File: src/hdl/ucx_pkg.sv
// Shared types and constants for the UTF-8 unique codepoint extractor.
// Holds byte-decode masks and the command/status structs between controller and datapath.
// No dependencies.
`timescale 1ns / 1ps
`default_nettype none

package ucx_pkg;

	// field widths
	localparam int CP_W   = 21;
	localparam int BYTE_W = 8;
	localparam int CONT_W = 6;

	// byte classes of lax UTF-8
	localparam logic [BYTE_W-1:0] ASCII_LIMIT = 8'h80;
	localparam logic [BYTE_W-1:0] LEAD2_MASK  = 8'hE0;
	localparam logic [BYTE_W-1:0] LEAD2_TAG   = 8'hC0;
	localparam logic [BYTE_W-1:0] LEAD2_BITS  = 8'h1F;
	localparam logic [BYTE_W-1:0] LEAD3_MASK  = 8'hF0;
	localparam logic [BYTE_W-1:0] LEAD3_TAG   = 8'hE0;
	localparam logic [BYTE_W-1:0] LEAD3_BITS  = 8'h0F;
	localparam logic [BYTE_W-1:0] LEAD4_MASK  = 8'hF8;
	localparam logic [BYTE_W-1:0] LEAD4_TAG   = 8'hF0;
	localparam logic [BYTE_W-1:0] LEAD4_BITS  = 8'h07;
	localparam logic [BYTE_W-1:0] CONT_BITS   = 8'h3F;

	// continuation counts set by a lead byte
	localparam logic [1:0] PEND_NONE = 2'd0;
	localparam logic [1:0] PEND_ONE  = 2'd1;
	localparam logic [1:0] PEND_TWO  = 2'd2;
	localparam logic [1:0] PEND_THREE = 2'd3;

	// controller to datapath
	typedef struct packed {
		logic accept;    // take the request byte and decode it
		logic search;    // step the seen-table scan
		logic resolve;   // scan missed: insert or flag overflow
		logic load_out;  // fill the output register
	} ucx_cmd_t;

	// datapath to controller
	typedef struct packed {
		logic dec_done;     // byte completes a codepoint
		logic last_in;      // byte on the input port is the final one
		logic hit;          // codepoint found in the table
		logic miss;         // scan ran past the filled entries
		logic emit_needed;  // current request produces a result
		logic out_free;     // output register can take a result
	} ucx_status_t;

endpackage

`default_nettype wire

File: src/hdl/ucx_ctrl.sv
// Controller state machine of the UTF-8 unique codepoint extractor.
// Sequences decode, table scan and result hand-off; uses ucx_pkg.
`timescale 1ns / 1ps
`default_nettype none

module ucx_ctrl (
	input  wire logic                clk,
	input  wire logic                arst_n,
	input  wire logic                in_valid,
	output logic                     in_stall,
	input  wire ucx_pkg::ucx_status_t status,
	output ucx_pkg::ucx_cmd_t        cmd
);
	import ucx_pkg::*;

	typedef enum logic [2:0] {
		ST_IDLE   = 3'b001,
		ST_SEARCH = 3'b010,
		ST_EMIT   = 3'b100
	} state_t;

	state_t state_q;
	state_t state_d;

	// take a request only between items
	assign in_stall = (state_q != ST_IDLE);

	// next state and commands
	always_comb begin
		state_d      = state_q;
		cmd          = '0;
		case (state_q)
			ST_IDLE: begin
				if (in_valid) begin
					cmd.accept = 1'b1;
					if (status.dec_done) begin
						state_d = ST_SEARCH;
					end else if (status.last_in) begin
						state_d = ST_EMIT;
					end
				end
			end
			ST_SEARCH: begin
				cmd.search = 1'b1;
				if (status.hit) begin
					state_d = ST_EMIT;
				end else if (status.miss) begin
					cmd.resolve = 1'b1;
					state_d     = ST_EMIT;
				end
			end
			ST_EMIT: begin
				if (!status.emit_needed) begin
					state_d = ST_IDLE;
				end else if (status.out_free) begin
					cmd.load_out = 1'b1;
					state_d      = ST_IDLE;
				end
			end
			default: begin
				state_d = ST_IDLE;
			end
		endcase
	end

	// hold state
	always_ff @(posedge clk or negedge arst_n) begin
		if (!arst_n) begin
			state_q <= ST_IDLE;
		end else begin
			state_q <= state_d;
		end
	end

	// never accept while a scan or hand-off is in flight
	a_accept_idle: assert property (@(posedge clk) disable iff (!arst_n)
		cmd.accept |-> state_q == ST_IDLE)
		else $error("request accepted outside idle");

	// a scan ends on a hit or a miss, never both
	a_hit_miss: assert property (@(posedge clk) disable iff (!arst_n)
		(state_q == ST_SEARCH) |-> !(status.hit && status.miss))
		else $error("scan reports hit and miss together");

	// the output is loaded only when the slot is free
	a_load_free: assert property (@(posedge clk) disable iff (!arst_n)
		cmd.load_out |-> status.out_free && status.emit_needed)
		else $error("output loaded into a busy slot");

endmodule

`default_nettype wire

File: src/hdl/ucx_datapath.sv
// Datapath of the UTF-8 unique codepoint extractor: byte decoder, seen-table
// memory with a sequential scan, fill count, overflow flag and output register.
// Uses ucx_pkg; driven by ucx_ctrl.
`timescale 1ns / 1ps
`default_nettype none

module ucx_datapath #(
	parameter int TABLE_DEPTH = 64
) (
	input  wire logic                      clk,
	input  wire logic                      arst_n,
	input  wire logic [ucx_pkg::BYTE_W-1:0] text_byte,
	input  wire logic                      last_byte,
	input  wire ucx_pkg::ucx_cmd_t         cmd,
	output ucx_pkg::ucx_status_t           status,
	output logic [ucx_pkg::CP_W-1:0]       codepoint,
	output logic                           new_codepoint,
	output logic                           end_of_text,
	output logic                           table_overflow,
	output logic                           out_valid,
	input  wire logic                      out_stall
);
	import ucx_pkg::*;

	localparam int CW = $clog2(TABLE_DEPTH + 1);
	localparam int IW = (TABLE_DEPTH > 1) ? $clog2(TABLE_DEPTH) : 1;
	localparam logic [CW-1:0] FULL = CW'(TABLE_DEPTH);

	// decoder state
	logic [1:0]      bytes_pending_q;
	logic [CP_W-1:0] partial_q;
	logic [CP_W-1:0] cp_q;
	logic            last_q;
	logic            fresh_q;

	// table state
	logic [CP_W-1:0] seen_mem [TABLE_DEPTH];
	logic [CW-1:0]   count_q;
	logic            overflow_q;
	logic [CW-1:0]   srch_idx_q;
	logic            rd_vld_s1;
	logic [CP_W-1:0] rd_data_s1;

	// output register
	logic            out_valid_q;
	logic [CP_W-1:0] codepoint_q;
	logic            new_cp_q;
	logic            end_q;
	logic            ovf_out_q;

	// decode results
	logic [1:0]      pend_d;
	logic [CP_W-1:0] part_d;
	logic            dec_done;
	logic [CP_W-1:0] dec_cp;
	logic            rd_en;
	logic            hit;

	// decode one byte against the pending sequence
	always_comb begin
		pend_d   = bytes_pending_q;
		part_d   = partial_q;
		dec_done = 1'b0;
		dec_cp   = '0;
		if (bytes_pending_q != PEND_NONE) begin
			part_d = {partial_q[CP_W-CONT_W-1:0], CONT_W'(text_byte & CONT_BITS)};
			pend_d = bytes_pending_q - 2'd1;
			if (bytes_pending_q == PEND_ONE) begin
				dec_done = 1'b1;
				dec_cp   = part_d;
			end
		end else if (text_byte < ASCII_LIMIT) begin
			dec_done = 1'b1;
			dec_cp   = CP_W'(text_byte);
		end else if ((text_byte & LEAD2_MASK) == LEAD2_TAG) begin
			part_d = CP_W'(text_byte & LEAD2_BITS);
			pend_d = PEND_ONE;
		end else if ((text_byte & LEAD3_MASK) == LEAD3_TAG) begin
			part_d = CP_W'(text_byte & LEAD3_BITS);
			pend_d = PEND_TWO;
		end else if ((text_byte & LEAD4_MASK) == LEAD4_TAG) begin
			part_d = CP_W'(text_byte & LEAD4_BITS);
			pend_d = PEND_THREE;
		end
	end

	// scan compare on the registered read data
	assign rd_en = cmd.search && (srch_idx_q < count_q);
	assign hit   = rd_vld_s1 && (rd_data_s1 == cp_q);

	assign status.dec_done    = dec_done;
	assign status.last_in     = last_byte;
	assign status.hit         = hit;
	assign status.miss        = !hit && !rd_vld_s1 && (srch_idx_q >= count_q);
	assign status.emit_needed = fresh_q || last_q;
	assign status.out_free    = !out_valid_q || !out_stall;

	// seen-table memory: one read and one write port
	always_ff @(posedge clk) begin
		if (rd_en) begin
			rd_data_s1 <= seen_mem[srch_idx_q[IW-1:0]];
		end
		if (cmd.resolve && (count_q != FULL)) begin
			seen_mem[count_q[IW-1:0]] <= cp_q;
		end
	end

	// request payload, no reset needed
	always_ff @(posedge clk) begin
		if (cmd.accept) begin
			cp_q <= dec_cp;
		end
		if (cmd.load_out) begin
			codepoint_q <= fresh_q ? cp_q : '0;
			new_cp_q    <= fresh_q;
			end_q       <= last_q;
			ovf_out_q   <= overflow_q;
		end
	end

	// control state of decoder, scan and table
	always_ff @(posedge clk or negedge arst_n) begin
		if (!arst_n) begin
			bytes_pending_q <= PEND_NONE;
			partial_q       <= '0;
			last_q          <= 1'b0;
			fresh_q         <= 1'b0;
			count_q         <= '0;
			overflow_q      <= 1'b0;
			srch_idx_q      <= '0;
			rd_vld_s1       <= 1'b0;
			out_valid_q     <= 1'b0;
		end else begin
			// advance the decoder and restart the scan
			if (cmd.accept) begin
				bytes_pending_q <= pend_d;
				partial_q       <= dec_done ? '0 : part_d;
				last_q          <= last_byte;
				fresh_q         <= 1'b0;
				srch_idx_q      <= '0;
				rd_vld_s1       <= 1'b0;
			end
			// step the scan one entry a cycle
			if (cmd.search) begin
				rd_vld_s1 <= rd_en;
				if (rd_en) begin
					srch_idx_q <= srch_idx_q + CW'(1);
				end
			end
			// insert a first occurrence or drop it when full
			if (cmd.resolve) begin
				if (count_q == FULL) begin
					overflow_q <= 1'b1;
				end else begin
					count_q <= count_q + CW'(1);
					fresh_q <= 1'b1;
				end
			end
			// hand off the result, or drop it once taken
			if (cmd.load_out) begin
				out_valid_q <= 1'b1;
			end else if (out_valid_q && !out_stall) begin
				out_valid_q <= 1'b0;
			end
			// the final byte clears all text state
			if (cmd.load_out && last_q) begin
				bytes_pending_q <= PEND_NONE;
				partial_q       <= '0;
				count_q         <= '0;
				overflow_q      <= 1'b0;
			end
		end
	end

	assign codepoint      = codepoint_q;
	assign new_codepoint  = new_cp_q;
	assign end_of_text    = end_q;
	assign table_overflow = ovf_out_q;
	assign out_valid      = out_valid_q;

	// fill count stays within the table
	a_count_range: assert property (@(posedge clk) disable iff (!arst_n)
		count_q <= FULL)
		else $error("seen count beyond table depth");

	// overflow rises only with a full table
	a_ovf_full: assert property (@(posedge clk) disable iff (!arst_n)
		$rose(overflow_q) |-> count_q == FULL)
		else $error("overflow set with room left");

	// end of text leaves a cleared table and decoder
	a_end_clear: assert property (@(posedge clk) disable iff (!arst_n)
		(cmd.load_out && last_q) |=> (count_q == '0) && !overflow_q
			&& (bytes_pending_q == PEND_NONE))
		else $error("state not cleared after end of text");

	// a repeated or missing codepoint reads as zero
	a_cp_zero: assert property (@(posedge clk) disable iff (!arst_n)
		(out_valid_q && !new_cp_q) |-> codepoint_q == '0)
		else $error("codepoint nonzero without new flag");

endmodule

`default_nettype wire

File: src/hdl/utf8_unique_codepoint_extractor.sv
// Top level of the UTF-8 unique codepoint extractor.
// Joins the controller (ucx_ctrl) and the datapath (ucx_datapath); uses ucx_pkg.
//
//   channel  | handshake           | payload
//   ---------+---------------------+-----------------------------------------------
//   input    | in_valid / in_stall | text_byte[7:0], last_byte
//   output   | out_valid/out_stall | codepoint[20:0], new_codepoint, end_of_text,
//            |                     | table_overflow
//
// A byte that completes no codepoint is taken in the idle state; a last byte also passes
// through the emit state. A completed codepoint is scanned against the filled entries: a
// repeat ends the scan on a hit, a first occurrence on a miss past all filled entries.
// The table gives one registered read a cycle, so a scan grows with the entries compared.
// arst_n clears decoder, fill count and overflow; the table itself is not cleared.
// A result waits in the output register while the next request is decoded;
// a new result waits only while out_stall holds the previous one.
`timescale 1ns / 1ps
`default_nettype none

module utf8_unique_codepoint_extractor #(
	parameter int TABLE_DEPTH = 64
) (
	input  wire logic        clk,
	input  wire logic        arst_n,
	input  wire logic        in_valid,
	output logic             in_stall,
	input  wire logic [7:0]  text_byte,
	input  wire logic        last_byte,
	output logic             out_valid,
	input  wire logic        out_stall,
	output logic [20:0]      codepoint,
	output logic             new_codepoint,
	output logic             end_of_text,
	output logic             table_overflow
);
	import ucx_pkg::*;

	ucx_cmd_t    cmd;
	ucx_status_t status;

	ucx_ctrl u_ctrl (
		.clk      (clk),
		.arst_n   (arst_n),
		.in_valid (in_valid),
		.in_stall (in_stall),
		.status   (status),
		.cmd      (cmd)
	);

	ucx_datapath #(
		.TABLE_DEPTH (TABLE_DEPTH)
	) u_datapath (
		.clk            (clk),
		.arst_n         (arst_n),
		.text_byte      (text_byte),
		.last_byte      (last_byte),
		.cmd            (cmd),
		.status         (status),
		.codepoint      (codepoint),
		.new_codepoint  (new_codepoint),
		.end_of_text    (end_of_text),
		.table_overflow (table_overflow),
		.out_valid      (out_valid),
		.out_stall      (out_stall)
	);

endmodule

`default_nettype wire
File: config.mk
export PLATFORM = sky130hd
export DESIGN_NAME = utf8_unique_codepoint_extractor
export DESIGN_NICKNAME = d
export VERILOG_FILES = /design/src/hdl/ucx_pkg.sv /design/src/hdl/ucx_ctrl.sv /design/src/hdl/ucx_datapath.sv /design/src/hdl/utf8_unique_codepoint_extractor.sv
export SDC_FILE = /design/constraint.sdc
export NUM_CORES = 2
export LEC_CHECK = 0
export ABC_CLOCK_PERIOD_IN_PS = 6010
export BUFFER_PORTS_ARGS = -buffer_cell sky130_fd_sc_hd__buf_2
export CELL_PAD_IN_SITES_DETAIL_PLACEMENT = 1
export CELL_PAD_IN_SITES_GLOBAL_PLACEMENT = 2
export CORE_ASPECT_RATIO = 0.5
export CORE_MARGIN = 10
export CORE_UTILIZATION = 40
export CTS_BUF_LIST = sky130_fd_sc_hd__clkbuf_2 sky130_fd_sc_hd__clkbuf_4 sky130_fd_sc_hd__clkbuf_8
export CTS_CLUSTER_DIAMETER = 150
export CTS_CLUSTER_SIZE = 8
export DETAILED_ROUTE_END_ITERATION = 8
export PLACE_DENSITY_LB_ADDON = 0.1
export SLEW_MARGIN = 25
export SYNTH_ARGS = -nofsm -noshare
export SYNTH_HDL_FRONTEND = slang
export SYNTH_HIERARCHICAL = 1
export SYNTH_SLANG_ARGS = --single-unit
export TNS_END_PERCENT = 1
File: constraint.sdc
create_clock -name clk -period 6.01 [get_ports clk]
set_input_delay 0.9015 -clock clk [delete_from_list [all_inputs] [get_ports clk]]
set_output_delay 0.9015 -clock clk [all_outputs]
set_load 0.01 [all_outputs]
==> run metrics <==
IO Port Bufs=38; layout net count=2863; sw frac=0.295; Post-synth ARST share=0.0269; Slew @ Worst Pin=1.17 ns; die footprint=156000 um2; initial antenna violation count=21; total number of yosys warnings=6; Core Area=138000 um2; Lkg Pwr=0.0189 uW; Die X=548 um; number of synthesized flops with an enable pin=1410; Worst Setup End Kind=flop; clock buffer depth=3; critical-path maximum fanout=28; Initial Util=0.404; DR DRC count=0; critical setup path kind=reg2reg; share of cells above drive strength 1=0.279; Post-Syn Area=55700 um2; P_int=17000 uW; Reg clk slew, reported paths=0.07 ns; largest net degree at the start of global routing=126; worst hold path type=in2reg; Max H-tree Level=4; Routed WL=161 mm; Clock Skew=0.0356 ns; HP Start=last_byte; DRT iter0 DRCs=2972; RSZ-0062 raised after global routing=false; CTS buffer count=199; Synth Instances=2618; synth unique cells=58; outcome=finished clean; r2r startpoint=u_datapath/srch_idx_q[1]; largest cells by area after synthesis=edfxtp_1, mux4_2, dfrtp_1; FF+latch count, synth=1449; clock insertion delay at the later pin of the skew report=0.92 ns; pins over their slew limit=0; maximum VDD drop=0.000261 V; die span in y=284 um; crit path DAT=5.07 ns; final setup TNS=0 ns; sink count of the clock tree=1449; crit path time final=4.51 ns; hpwl dp=94.3 mm; sequential power share=0.497; grt ovf=0; RD Place Congestion=0.840; Syn-to-layout area delta=11.0%; Synth Area per Inst=21.3 um2; Post-Layout Cell Count=4741; combinational share of power=0.226; wire per inst=33.9 um; All-Layer GR Usage=0.204; CTS tree=built; Synth Net Count=2641; Root Buffer=clkbuf_8; crit start category=flop; vias in the first global route=28811; I/O Pins=39; P_sw=7120 uW; antenna-violating nets left=0; period utilization=0.751; most frequent cells in the layout=edfxtp_1, mux4_2, clkbuf_8; global-route wire length before repair=226 mm; DP Cell Count=4499; Rows=96; total number of vias=27457; CP required=6.57 ns; Clock power frac=0.277; final setup fails=0; total iterations of the first detailed-routing run=5; share of the yosys chip area belonging to registers=0.778; power density cells=390 nW/um2; Critical path origin=u_datapath/srch_idx_q[1]; commonest non-fill, non-tap cell in the layout=edfxtp_1; MaxCap Viol Count=0; Post-synth top flop=edfxtp_1; Hold Violations, Final=0; fmax=222 MHz; worst rel slew slack=0.218; vias per cell=5.79; most area-hungry cell type in the Yosys netlist=edfxtp_1; Yosys top cell area share=0.760
[layout make-up]
cell class              count  area [um2]
fillers                 12540       75900
clock inverters            15         179
well taps                1862        2330
flip-flops and latches   1449       43300
repair buffers            162        1220
multi-input cells        1008       11800
inverters                  20        75.1
clock buffers             216        2870
diodes                      9        22.5
[final timing paths]
check | end | slack, ns | depth (start not counted)
setup / recovery | u_datapath/seen_mem[59][5] | 1.50 | 12
hold / removal | u_datapath/last_q | 0.24 | 2
setup reg to reg | u_datapath/seen_mem[59][5] | 1.50 | 12
hold reg to reg | u_datapath/partial_q[13] | 0.47 | 2
max in group asynchronous | u_datapath/srch_idx_q[0] | 5.06 | 2
min in group asynchronous | u_datapath/partial_q[0] | 0.52 | 2
[cells in the mapped netlist, drive strengths merged, types with 24 or more instances]
| cell | count |
|---|---|
| mux2i | 46 |
| dfrtp | 38 |
| mux4 | 320 |
| nor3 | 24 |
| buf | 67 |
| and2 | 45 |
| o21ai | 37 |
| nor2 | 91 |
| clkbuf | 74 |
| a21oi | 72 |
| a22oi | 114 |
| edfxtp | 1410 |
| nand2 | 71 |
[worst max-delay path, cell delays in order (launching register included)]
cell and delay [ns]:
dfrtp_4 0.68, ha_1 0.39, nor2b_1 0.12, o21ai_0 0.11, a31o_2 0.26, a21oi_1 0.25
and3b_1 0.42, nand2_1 0.14, nor2b_1 0.31, nand3_1 0.56, buf_4 0.41, nor2_2 0.11
buf_4 0.38
[cell families (layout without fill, tap and decap cells)]
group | Yosys count | count (layout) | share of synthesized area
xor gates and xnor gates | 24 | 24 | 0.00377
and+or+nand+nor | 313 | 313 | 0.0276
other | 0 | 9 | 0
DFF | 1449 | 1449 | 0.778
adders and majority gates | 10 | 10 | 0.00225
buffers and inverters | 161 | 413 | 0.0152
AOI/OAI and AO/OA | 292 | 292 | 0.0354
muxes | 369 | 369 | 0.138
[repair_timing]
action                                  in CTS  in global routing
hold endpoints to repair                     0                 33
gates resized for setup                      0                  0
endpoints found under the setup margin       0                  0
hold buffers                                 0                  1
setup buffers                                0                  0
[metal layers]
layer  GRT usage  part of all wire  vias to the layer above
met5           0           0.00026                        -
met4      0.0491             0.018                        6
met3      0.0428             0.071                      184
met2       0.306              0.45                      941
met1       0.303              0.46                    15030
li1            -                 -                    11296
[power groups by stage]
stage	logic (uW)	clock network (uW)	registers, uW
after floorplan	3490	0	12400
after global placement	5510	0	12200
after detailed placement	5550	0	12200
after CTS	5550	6940	12000
after global routing	5840	7330	12000
final	5450	6700	12000
[flip-flops by register name, indices dropped and copies added, names as in the netlist, 2 cells and up]
signal	flops
u_datapath/seen_mem	1344
u_datapath/codepoint	21
u_datapath/cp_q	21
u_datapath/rd_data_s1	21
u_datapath/partial_q	15
u_datapath/count_q	7
u_datapath/srch_idx_q	7
u_ctrl/state_q	3
u_datapath/bytes_pending_q	2
[per-stage QoR]
step,hold slack (ns),area (um2),total power [uW],utilization,setup WS [ns]
after floorplan,0.426,55700,15900,-,1.18
after global placement,0.447,58600,17700,0.426,1.55
after detailed placement,0.461,58700,17800,0.426,1.54
after CTS,0.0794,61800,24500,0.448,1.52
after global routing,0.204,61800,25200,0.449,1.27
final,0.242,61800,24100,0.449,1.50
Note: power is estimated with default switching activity, not from simulation.
